`src/sv/smc_pkg.sv`:
```
// Shared types and constants for the soil moisture conditioner.
`timescale 1ns / 1ps
package smc_pkg;

    localparam int CHANNELS     = 4;
    localparam int CH_W         = 2;
    localparam int RAW_W        = 12;
    localparam int WT_W         = 7;
    localparam int PCT_W        = 7;
    localparam int CNT_W        = 32;
    localparam int CFG_IDX_W    = 2;
    localparam int FULL_SCALE   = 100;
    localparam int RANGE_MARGIN = 600;
    localparam int PROD_W       = RAW_W + WT_W;
    localparam int DIVD_W       = PROD_W;
    localparam int DIVS_W       = RAW_W;

    // Divide a blend sum by 100 as (sum * RECIP_100) >> RECIP_SHIFT; exact for sums below 2^19.
    localparam int RECIP_SHIFT  = 26;
    localparam int RECIP_W      = 20;
    localparam int SCALED_W     = PROD_W + RECIP_W;
    localparam logic [RECIP_W-1:0] RECIP_100 = 20'd671089;

    localparam int DRY_RESET    = 3000;
    localparam int WET_RESET    = 1200;
    localparam int WT_RESET     = 30;

    typedef enum logic [1:0] {
        HEALTH_OK           = 2'd0,
        HEALTH_OUT_OF_RANGE = 2'd1,
        HEALTH_READ_FAILED  = 2'd2
    } t_health;

    typedef enum logic [CFG_IDX_W-1:0] {
        REG_DRY    = 2'd0,
        REG_WET    = 2'd1,
        REG_WEIGHT = 2'd2
    } t_cfg_idx;

    // Request to the divider.
    typedef struct packed {
        logic              start;
        logic [DIVD_W-1:0] dividend;
        logic [DIVS_W-1:0] divisor;
    } t_div_req;

endpackage

```
`src/sv/soil_moisture_conditioner.sv`:
```
// Sequence: a failed read goes from the accepted beat straight to the output register; a
// sample taken outright goes through the percentage multiply and the bit-serial divider
// (19 steps), and a blended one first through the two blend multiplies and the reciprocal
// scale. Equal references skip the divider. Throughput: one beat at a time; the next beat is
// taken the cycle after the result is loaded, which waits while the full output register waits on m_tready.
// Reset: synchronous, active low; clears per-channel stores, loads the calibration defaults.
`timescale 1ns / 1ps
module soil_moisture_conditioner (
    input  logic                             i_clk,
    input  logic                             i_rst_n,
    input  logic                             i_cfg_we,
    input  logic [smc_pkg::CFG_IDX_W-1:0]    i_cfg_addr,
    input  logic [smc_pkg::RAW_W-1:0]        i_cfg_wdata,
    input  logic                             s_tvalid,
    output logic                             s_tready,
    input  logic [15:0]                      s_tdata,  // [11:0] raw_sample
    input  logic [2:0]                       s_tuser,  // [1:0] channel, [2] read_failed
    output logic                             m_tvalid,
    input  logic                             m_tready,
    // [11:0] raw_out, [23:12] filtered_level, [30:24] moisture_percent, [62:31] samples_taken
    output logic [63:0]                      m_tdata,
    // [1:0] channel_out, [3:2] health, [4] reading_valid
    output logic [4:0]                       m_tuser
);
    import smc_pkg::*;

    typedef enum logic [2:0] {
        ST_IDLE,
        ST_MUL_A,
        ST_MUL_B,
        ST_SCALE_F,
        ST_MUL_P,
        ST_DIV_P,
        ST_OUT
    } t_state;

    t_state              r_state;
    logic [RAW_W-1:0]    r_dry;
    logic [RAW_W-1:0]    r_wet;
    logic [WT_W-1:0]     r_wt;

    logic [RAW_W-1:0]    r_avg  [CHANNELS];
    logic [PCT_W-1:0]    r_moist[CHANNELS];
    logic [CNT_W-1:0]    r_count[CHANNELS];

    logic [CH_W-1:0]     r_ch;
    logic [RAW_W-1:0]    r_raw;
    logic                r_failed;
    t_health             r_health;
    logic [CNT_W-1:0]    r_cnt;
    logic [RAW_W-1:0]    r_filt;
    logic [PCT_W-1:0]    r_pct;
    logic [PROD_W-1:0]   r_acc;
    logic [DIVS_W-1:0]   r_divisor;
    logic                r_div_start;
    logic                r_neg;

    logic                r_m_valid;
    logic [63:0]         r_m_data;
    logic [4:0]          r_m_user;

    logic [CH_W-1:0]     in_ch;
    logic [RAW_W-1:0]    in_raw;
    logic                in_failed;
    logic [CNT_W-1:0]    cnt_next;
    logic                take_raw;
    logic                in_low;
    logic                in_high;
    logic [WT_W-1:0]     wt_sat;
    logic [RAW_W-1:0]    mul_x;
    logic [WT_W-1:0]     mul_y;
    logic [PROD_W-1:0]   prod;
    logic [SCALED_W-1:0] scaled;
    logic [RAW_W:0]      diff;
    logic [RAW_W:0]      den;
    logic [RAW_W-1:0]    diff_mag;
    logic [RAW_W-1:0]    den_mag;
    t_div_req            div_req;
    logic                div_done;
    logic [DIVD_W-1:0]   div_quo;

    assign in_ch     = s_tuser[CH_W-1:0];
    assign in_failed = s_tuser[CH_W];
    assign in_raw    = s_tdata[RAW_W-1:0];
    assign cnt_next  = r_count[in_ch] + CNT_W'(1);

    // take the sample outright on a channel's first sample or while its level is zero
    assign take_raw = (cnt_next == CNT_W'(1)) || (r_avg[in_ch] == '0);

    // window widened by the margin on both sides, kept in unsigned 14-bit math
    assign in_low  = ({2'b00, in_raw} + 14'(RANGE_MARGIN)) < {2'b00, r_wet};
    assign in_high = {2'b00, in_raw} > ({2'b00, r_dry} + 14'(RANGE_MARGIN));

    assign wt_sat = (r_wt > WT_W'(FULL_SCALE)) ? WT_W'(FULL_SCALE) : r_wt;

    assign diff     = {1'b0, r_dry} - {1'b0, r_filt};
    assign den      = {1'b0, r_dry} - {1'b0, r_wet};
    assign diff_mag = diff[RAW_W] ? RAW_W'(-diff) : diff[RAW_W-1:0];
    assign den_mag  = den[RAW_W]  ? RAW_W'(-den)  : den[RAW_W-1:0];

    // shared multiplier operand selection
    always_comb begin
        case (r_state)
            ST_MUL_A: begin
                mul_x = r_filt;
                mul_y = WT_W'(FULL_SCALE) - wt_sat;
            end
            ST_MUL_B: begin
                mul_x = r_raw;
                mul_y = wt_sat;
            end
            ST_MUL_P: begin
                mul_x = diff_mag;
                mul_y = WT_W'(FULL_SCALE);
            end
            default: begin
                mul_x = '0;
                mul_y = '0;
            end
        endcase
    end

    assign prod = PROD_W'(mul_x) * PROD_W'(mul_y);

    // blend sum divided by 100 through the reciprocal
    assign scaled = SCALED_W'(r_acc) * SCALED_W'(RECIP_100);

    assign div_req.start    = r_div_start;
    assign div_req.dividend = r_acc;
    assign div_req.divisor  = r_divisor;

    smc_div u_div (
        .i_clk      (i_clk),
        .i_rst_n    (i_rst_n),
        .i_req      (div_req),
        .o_done     (div_done),
        .o_quotient (div_quo)
    );

    always_ff @(posedge i_clk) begin
        if (!i_rst_n) begin
            r_state     <= ST_IDLE;
            r_dry       <= RAW_W'(DRY_RESET);
            r_wet       <= RAW_W'(WET_RESET);
            r_wt        <= WT_W'(WT_RESET);
            r_div_start <= 1'b0;
            r_m_valid   <= 1'b0;
            for (int i = 0; i < CHANNELS; i++) begin
                r_avg[i]   <= '0;
                r_moist[i] <= '0;
                r_count[i] <= '0;
            end
        end else begin
            r_div_start <= (r_state == ST_MUL_P) && (den != '0);
            if (r_m_valid && m_tready && (r_state != ST_OUT)) begin
                r_m_valid <= 1'b0;
            end

            if (i_cfg_we) begin
                case (i_cfg_addr)
                    REG_DRY:    r_dry <= i_cfg_wdata;
                    REG_WET:    r_wet <= i_cfg_wdata;
                    REG_WEIGHT: r_wt  <= i_cfg_wdata[WT_W-1:0];
                    default:    ;
                endcase
            end

            case (r_state)
                ST_IDLE: begin
                    // drop a beat for a channel beyond the store depth
                    if (s_tvalid && ({1'b0, in_ch} < (CH_W+1)'(CHANNELS))) begin
                        r_ch             <= in_ch;
                        r_raw            <= in_raw;
                        r_failed         <= in_failed;
                        r_cnt            <= cnt_next;
                        r_count[in_ch]   <= cnt_next;
                        r_filt           <= (!in_failed && take_raw) ? in_raw : r_avg[in_ch];
                        r_pct            <= r_moist[in_ch];
                        if (in_failed) begin
                            r_health <= HEALTH_READ_FAILED;
                            r_state  <= ST_OUT;
                        end else begin
                            r_health <= (in_low || in_high) ? HEALTH_OUT_OF_RANGE : HEALTH_OK;
                            r_state  <= take_raw ? ST_MUL_P : ST_MUL_A;
                        end
                    end
                end
                ST_MUL_A: begin
                    r_acc   <= prod;
                    r_state <= ST_MUL_B;
                end
                ST_MUL_B: begin
                    r_acc   <= r_acc + prod;
                    r_state <= ST_SCALE_F;
                end
                ST_SCALE_F: begin
                    r_filt  <= scaled[RECIP_SHIFT +: RAW_W];
                    r_state <= ST_MUL_P;
                end
                ST_MUL_P: begin
                    r_acc     <= prod;
                    r_neg     <= diff[RAW_W] ^ den[RAW_W];
                    r_divisor <= den_mag;
                    if (den == '0) begin
                        r_pct   <= '0;
                        r_state <= ST_OUT;
                    end else begin
                        r_state <= ST_DIV_P;
                    end
                end
                ST_DIV_P: begin
                    if (div_done) begin
                        // a negative quotient clamps to zero, a large one to full scale
                        if (r_neg) begin
                            r_pct <= '0;
                        end else if (div_quo > DIVD_W'(FULL_SCALE)) begin
                            r_pct <= PCT_W'(FULL_SCALE);
                        end else begin
                            r_pct <= div_quo[PCT_W-1:0];
                        end
                        r_state <= ST_OUT;
                    end
                end
                ST_OUT: begin
                    if (!r_m_valid || m_tready) begin
                        if (!r_failed) begin
                            r_avg[r_ch]   <= r_filt;
                            r_moist[r_ch] <= r_pct;
                        end
                        r_m_valid <= 1'b1;
                        r_m_data  <= {1'b0, r_cnt, r_pct, r_filt, r_raw};
                        r_m_user  <= {(r_health == HEALTH_OK), r_health, r_ch};
                        r_state   <= ST_IDLE;
                    end
                end
                default: r_state <= ST_IDLE;
            endcase
        end
    end

    assign s_tready = (r_state == ST_IDLE);
    assign m_tvalid = r_m_valid;
    assign m_tdata  = r_m_data;
    assign m_tuser  = r_m_user;

endmodule

```
`src/sv/smc_div.sv`:
```
// Restoring unsigned divider, one quotient bit per cycle.
`timescale 1ns / 1ps
module smc_div (
    input  logic                           i_clk,
    input  logic                           i_rst_n,
    input  smc_pkg::t_div_req              i_req,
    output logic                           o_done,
    output logic [smc_pkg::DIVD_W-1:0]     o_quotient
);
    import smc_pkg::*;

    localparam int STEP_W = $clog2(DIVD_W);

    logic                r_busy;
    logic                r_done;
    logic [STEP_W-1:0]   r_step;
    logic [DIVS_W-1:0]   r_rem;
    logic [DIVD_W-1:0]   r_quo;
    logic [DIVS_W-1:0]   r_dvs;
    logic [DIVS_W:0]     shifted;
    logic [DIVS_W:0]     trial;

    assign shifted = {r_rem, r_quo[DIVD_W-1]};
    assign trial   = shifted - {1'b0, r_dvs};

    always_ff @(posedge i_clk) begin
        if (!i_rst_n) begin
            r_busy <= 1'b0;
            r_done <= 1'b0;
            r_step <= '0;
        end else begin
            r_done <= 1'b0;
            if (i_req.start) begin
                r_busy <= 1'b1;
                r_step <= '0;
                r_rem  <= '0;
                r_quo  <= i_req.dividend;
                r_dvs  <= i_req.divisor;
            end else if (r_busy) begin
                // keep the partial remainder below the divisor
                if (!trial[DIVS_W]) begin
                    r_rem <= trial[DIVS_W-1:0];
                    r_quo <= {r_quo[DIVD_W-2:0], 1'b1};
                end else begin
                    r_rem <= shifted[DIVS_W-1:0];
                    r_quo <= {r_quo[DIVD_W-2:0], 1'b0};
                end
                if (r_step == STEP_W'(DIVD_W - 1)) begin
                    r_busy <= 1'b0;
                    r_done <= 1'b1;
                end else begin
                    r_step <= r_step + STEP_W'(1);
                end
            end
        end
    end

    assign o_done     = r_done;
    assign o_quotient = r_quo;

endmodule

```
`config.mk`:
```
export PLATFORM = sky130hd
export DESIGN_NAME = soil_moisture_conditioner
export DESIGN_NICKNAME = d
export VERILOG_FILES = /design/src/sv/smc_pkg.sv /design/src/sv/soil_moisture_conditioner.sv /design/src/sv/smc_div.sv
export SDC_FILE = /design/constraint.sdc
export NUM_CORES = 1
export LEC_CHECK = 0
export BUFFER_PORTS_ARGS = -buffer_cell sky130_fd_sc_hd__buf_2
export CORE_UTILIZATION = 54
export DETAILED_ROUTE_END_ITERATION = 10
export PLACE_DENSITY = 0.7
export SLEW_MARGIN = 20
export SYNTH_ARGS = -nofsm -noshare
export SYNTH_HDL_FRONTEND = slang
export SYNTH_SLANG_ARGS = --single-unit
```
`constraint.sdc`:
```
create_clock -name i_clk -period 12 [get_ports i_clk]
set_input_delay 2.4 -clock i_clk [delete_from_list [all_inputs] [get_ports i_clk]]
set_output_delay 2.4 -clock i_clk [all_outputs]
set_load 0.02 [all_outputs]
```
==> run metrics <==
post-route ant nets=0; critical path fanouts, max=15; max-cap viol count=0; Clock Latency Late Sink=approximately 600 ps; fmax=between 0.1 and 0.15 GHz; initial antenna violation count=2; Req. time, crit path=approximately 12000 ps; Hold/Removal Path Class=reg2reg; Via Count=21200; Mapped Area=~31000 sq um; Startpoint Class=flop; number of top-level pins=109; clock buffer count from CTS=48; minimum clock period=9780 ps; Buf+Inv Stages, Crit Path=4; RR Startpoint=r_filt[0]; clock skew=17.1 ps; Top FF cell, synth=edfxtp_1; Final #Nets=~3300; Setup Viol. Count Final=0; Max-slew headroom=0.253; Arr. time, crit path=10120 ps; final WL=approximately 77000 microns; Fillers=4587; wire per inst=between 20 and 25 microns; Cell variety after synth=84; unrepaired setup endpoints after global routing=no; chip width=242 microns; Core ar.=about 57000 sq um; vias in the first global route=about 22000; critical path depth=34; Post-CTS Setup Bufs=0; Hold-fix buffers, CTS=0; r2r setup slk=approximately 2200 ps; cell row count=a little under 90; Synth-to-Final Area Change=9.68%; Syn Nets=between 3000 and 4000; Post-synth EDFFs=approximately 420; status=complete, no violations; CTS tree=done; die area=just under 60000 sq um; setup TNS=0 ps; Seq/Total Area, Yosys=0.428; vias per inst=just under 6; Clock Pin Slew Worst Setup and Hold Paths=around 70 ps; Final Hold Vio Count=0; Setup crit end=r_acc[15]; number of remaining DRC errors=0; Cells after Synth=between 2000 and 3000; mean post-synth cell area=11.4 sq um; die height=about 240 microns; fraction of registers with async set/reset=0; Total GRT Usage=0.266; root buf cell=clkbuf_16; GPL Wtd Cong=about 0.9; slowest stage delay, CP=just under 600 ps; DR pass1 iterations=5; Seq cells post-synth=around 460; clock buffer depth=3; crit share post-route=0.815; R2R depth=34; yosys warns=0; Worst Setup SP=r_filt[0]; H-tree level count=2; crit end category=flop; port bufs=103; post-CTS resize count=0; Slowest-stage cell, CP=a21oi_2; Initial Utilization=0.549; clk sinks=458; global route overflow=0; Max Slew Vio Count=0; CP delay by family, top=compound AO/OA/AOI/OAI gates; worst slew pin tran=1120 ps; share of cells above drive strength 1=0.114; largest net degree at the start of global routing=between 50 and 60; HPWL Detailed=56500 microns; kind of critical path=reg2reg; Critical R2R Capture=r_acc[15]; Starting DRT DRC Count=between 1500 and 2000; first-pass GRT wire length=about 120000 microns
stage by stage:
stage | util | setup WS (ps) | hold slack (ps) | std cells | instance area, sq um
finish | 0.602 | 2220 | 416 | 3637 | 34200
floorplan | - | 3550 | 400 | 2736 | 31200
global placement | 0.574 | 2220 | 400 | 3548 | 32600
global route | 0.602 | 1660 | 422 | 3636 | 34200
detailed placement | 0.574 | 2140 | 405 | 3548 | 32600
CTS | 0.602 | 2050 | 417 | 3636 | 34100
cells in the mapped netlist, types with 17 or more instances:
cell	n	area, sq um
nand4_1	27	169
a211oi_1	19	143
nor2b_1	30	188
nand2_1	151	567
clkbuf_1	60	225
nor4_1	27	169
xnor2_1	74	648
edfxtp_1	415	12500
dfxtp_1	43	861
nor3_1	60	300
fa_1	178	3560
nor2_1	302	1130
mux2i_1	17	170
a21oi_1	93	465
inv_1	351	1320
mux4_2	47	1060
and2_1	59	369
xor2_1	50	438
a21o_1	21	158
ha_1	285	3570
and3_1	24	150
o21ai_0	74	370
nand3_1	36	180
mux2_2	20	225
nand2b_1	24	150
or3_1	28	175
final cells by class:
class                           instances  area (sq um)  area share
Multi-Input combinational cell       1846         16200       0.475
Sequential cell                       458         13300       0.390
Clock buffer                           57          1270      0.0371
Timing Repair Buffer                  133           747      0.0219
Inverter                              355          1330      0.0390
Clock inverter                         31           310     0.00908
Tap cell                              756           946      0.0277
Antenna cell                            1          2.50   0.0000732
state kept, by name, indices dropped and copies added, names as in the netlist, 2 cells and up:
name              count
r_raw                12
r_filt               12
r_wt                  7
u_div.r_step          5
r_ch                  2
r_moist              28
r_divisor            12
u_div.r_rem          12
r_pct                 7
r_cnt                32
r_avg                48
m_tuser               5
r_health              2
r_acc                19
u_div.o_quotient     19
m_tdata              63
r_dry                12
r_wet                12
r_count             128
r_state               3
u_div.r_dvs          12
metal layers:
layer	vias up	routed length (microns)	global-route usage
li1	9793	-	-
met1	10500	33700	0.375
met2	793	35100	0.419
met3	141	5450	0.0452
met4	2	2440	0.0858
met5	-	11	0
worst min path at each step:
stage / cells past startpoint / slack, ps / to / start
finish: 0 / 420 / u_div.r_dvs[6] / r_divisor[6]
global route: 0 / 420 / m_tdata[59] / r_cnt[28]
detailed placement: 0 / 400 / u_div.r_dvs[6] / r_divisor[6]
CTS: 0 / 420 / u_div.r_dvs[6] / r_divisor[6]
floorplan: 0 / 400 / m_tdata[31] / r_cnt[0]
global placement: 0 / 400 / m_tdata[43] / r_cnt[12]
kinds of logic after synthesis:
kind of cell / count (synthesis) / share of synthesized area
mux: 88 / 0.0500
buf+inv: 432 / 0.0536
xor+xnor: 127 / 0.0364
compound gates: 347 / 0.0730
other cells: 1 / 0.000120
simple gates: 820 / 0.130
fa+ha+maj: 463 / 0.229
flops: 458 / 0.428
placed cells by master, fill, tap and decap left out, types with 11 or more instances in the layout:
| cell | n |
|---|---|
| mux2_2 | 20 |
| o21ai_0 | 71 |
| nor4_1 | 27 |
| a21oi_1 | 90 |
| clkbuf_16 | 49 |
| nor2b_1 | 30 |
| ha_1 | 285 |
| a211oi_1 | 19 |
| inv_1 | 350 |
| mux4_2 | 47 |
| or2_2 | 13 |
| a21boi_0 | 11 |
| xor2_1 | 50 |
| and2_1 | 59 |
| nor3_1 | 58 |
| buf_2 | 102 |
| o21a_1 | 15 |
| nand3_1 | 36 |
| a21o_1 | 21 |
| dfxtp_1 | 43 |
| nand2b_1 | 23 |
| and3_1 | 24 |
| o211ai_1 | 15 |
| or3_1 | 28 |
| xnor2_1 | 74 |
| nor2_1 | 299 |
| edfxtp_1 | 415 |
| buf_4 | 30 |
| fa_1 | 178 |
| nand2_1 | 151 |
| mux2i_1 | 17 |
| nand4_1 | 27 |
Power is left out: the tool's default activity adds up to more than one toggle a clock period on the data nets, which glitch-free logic cannot reach.
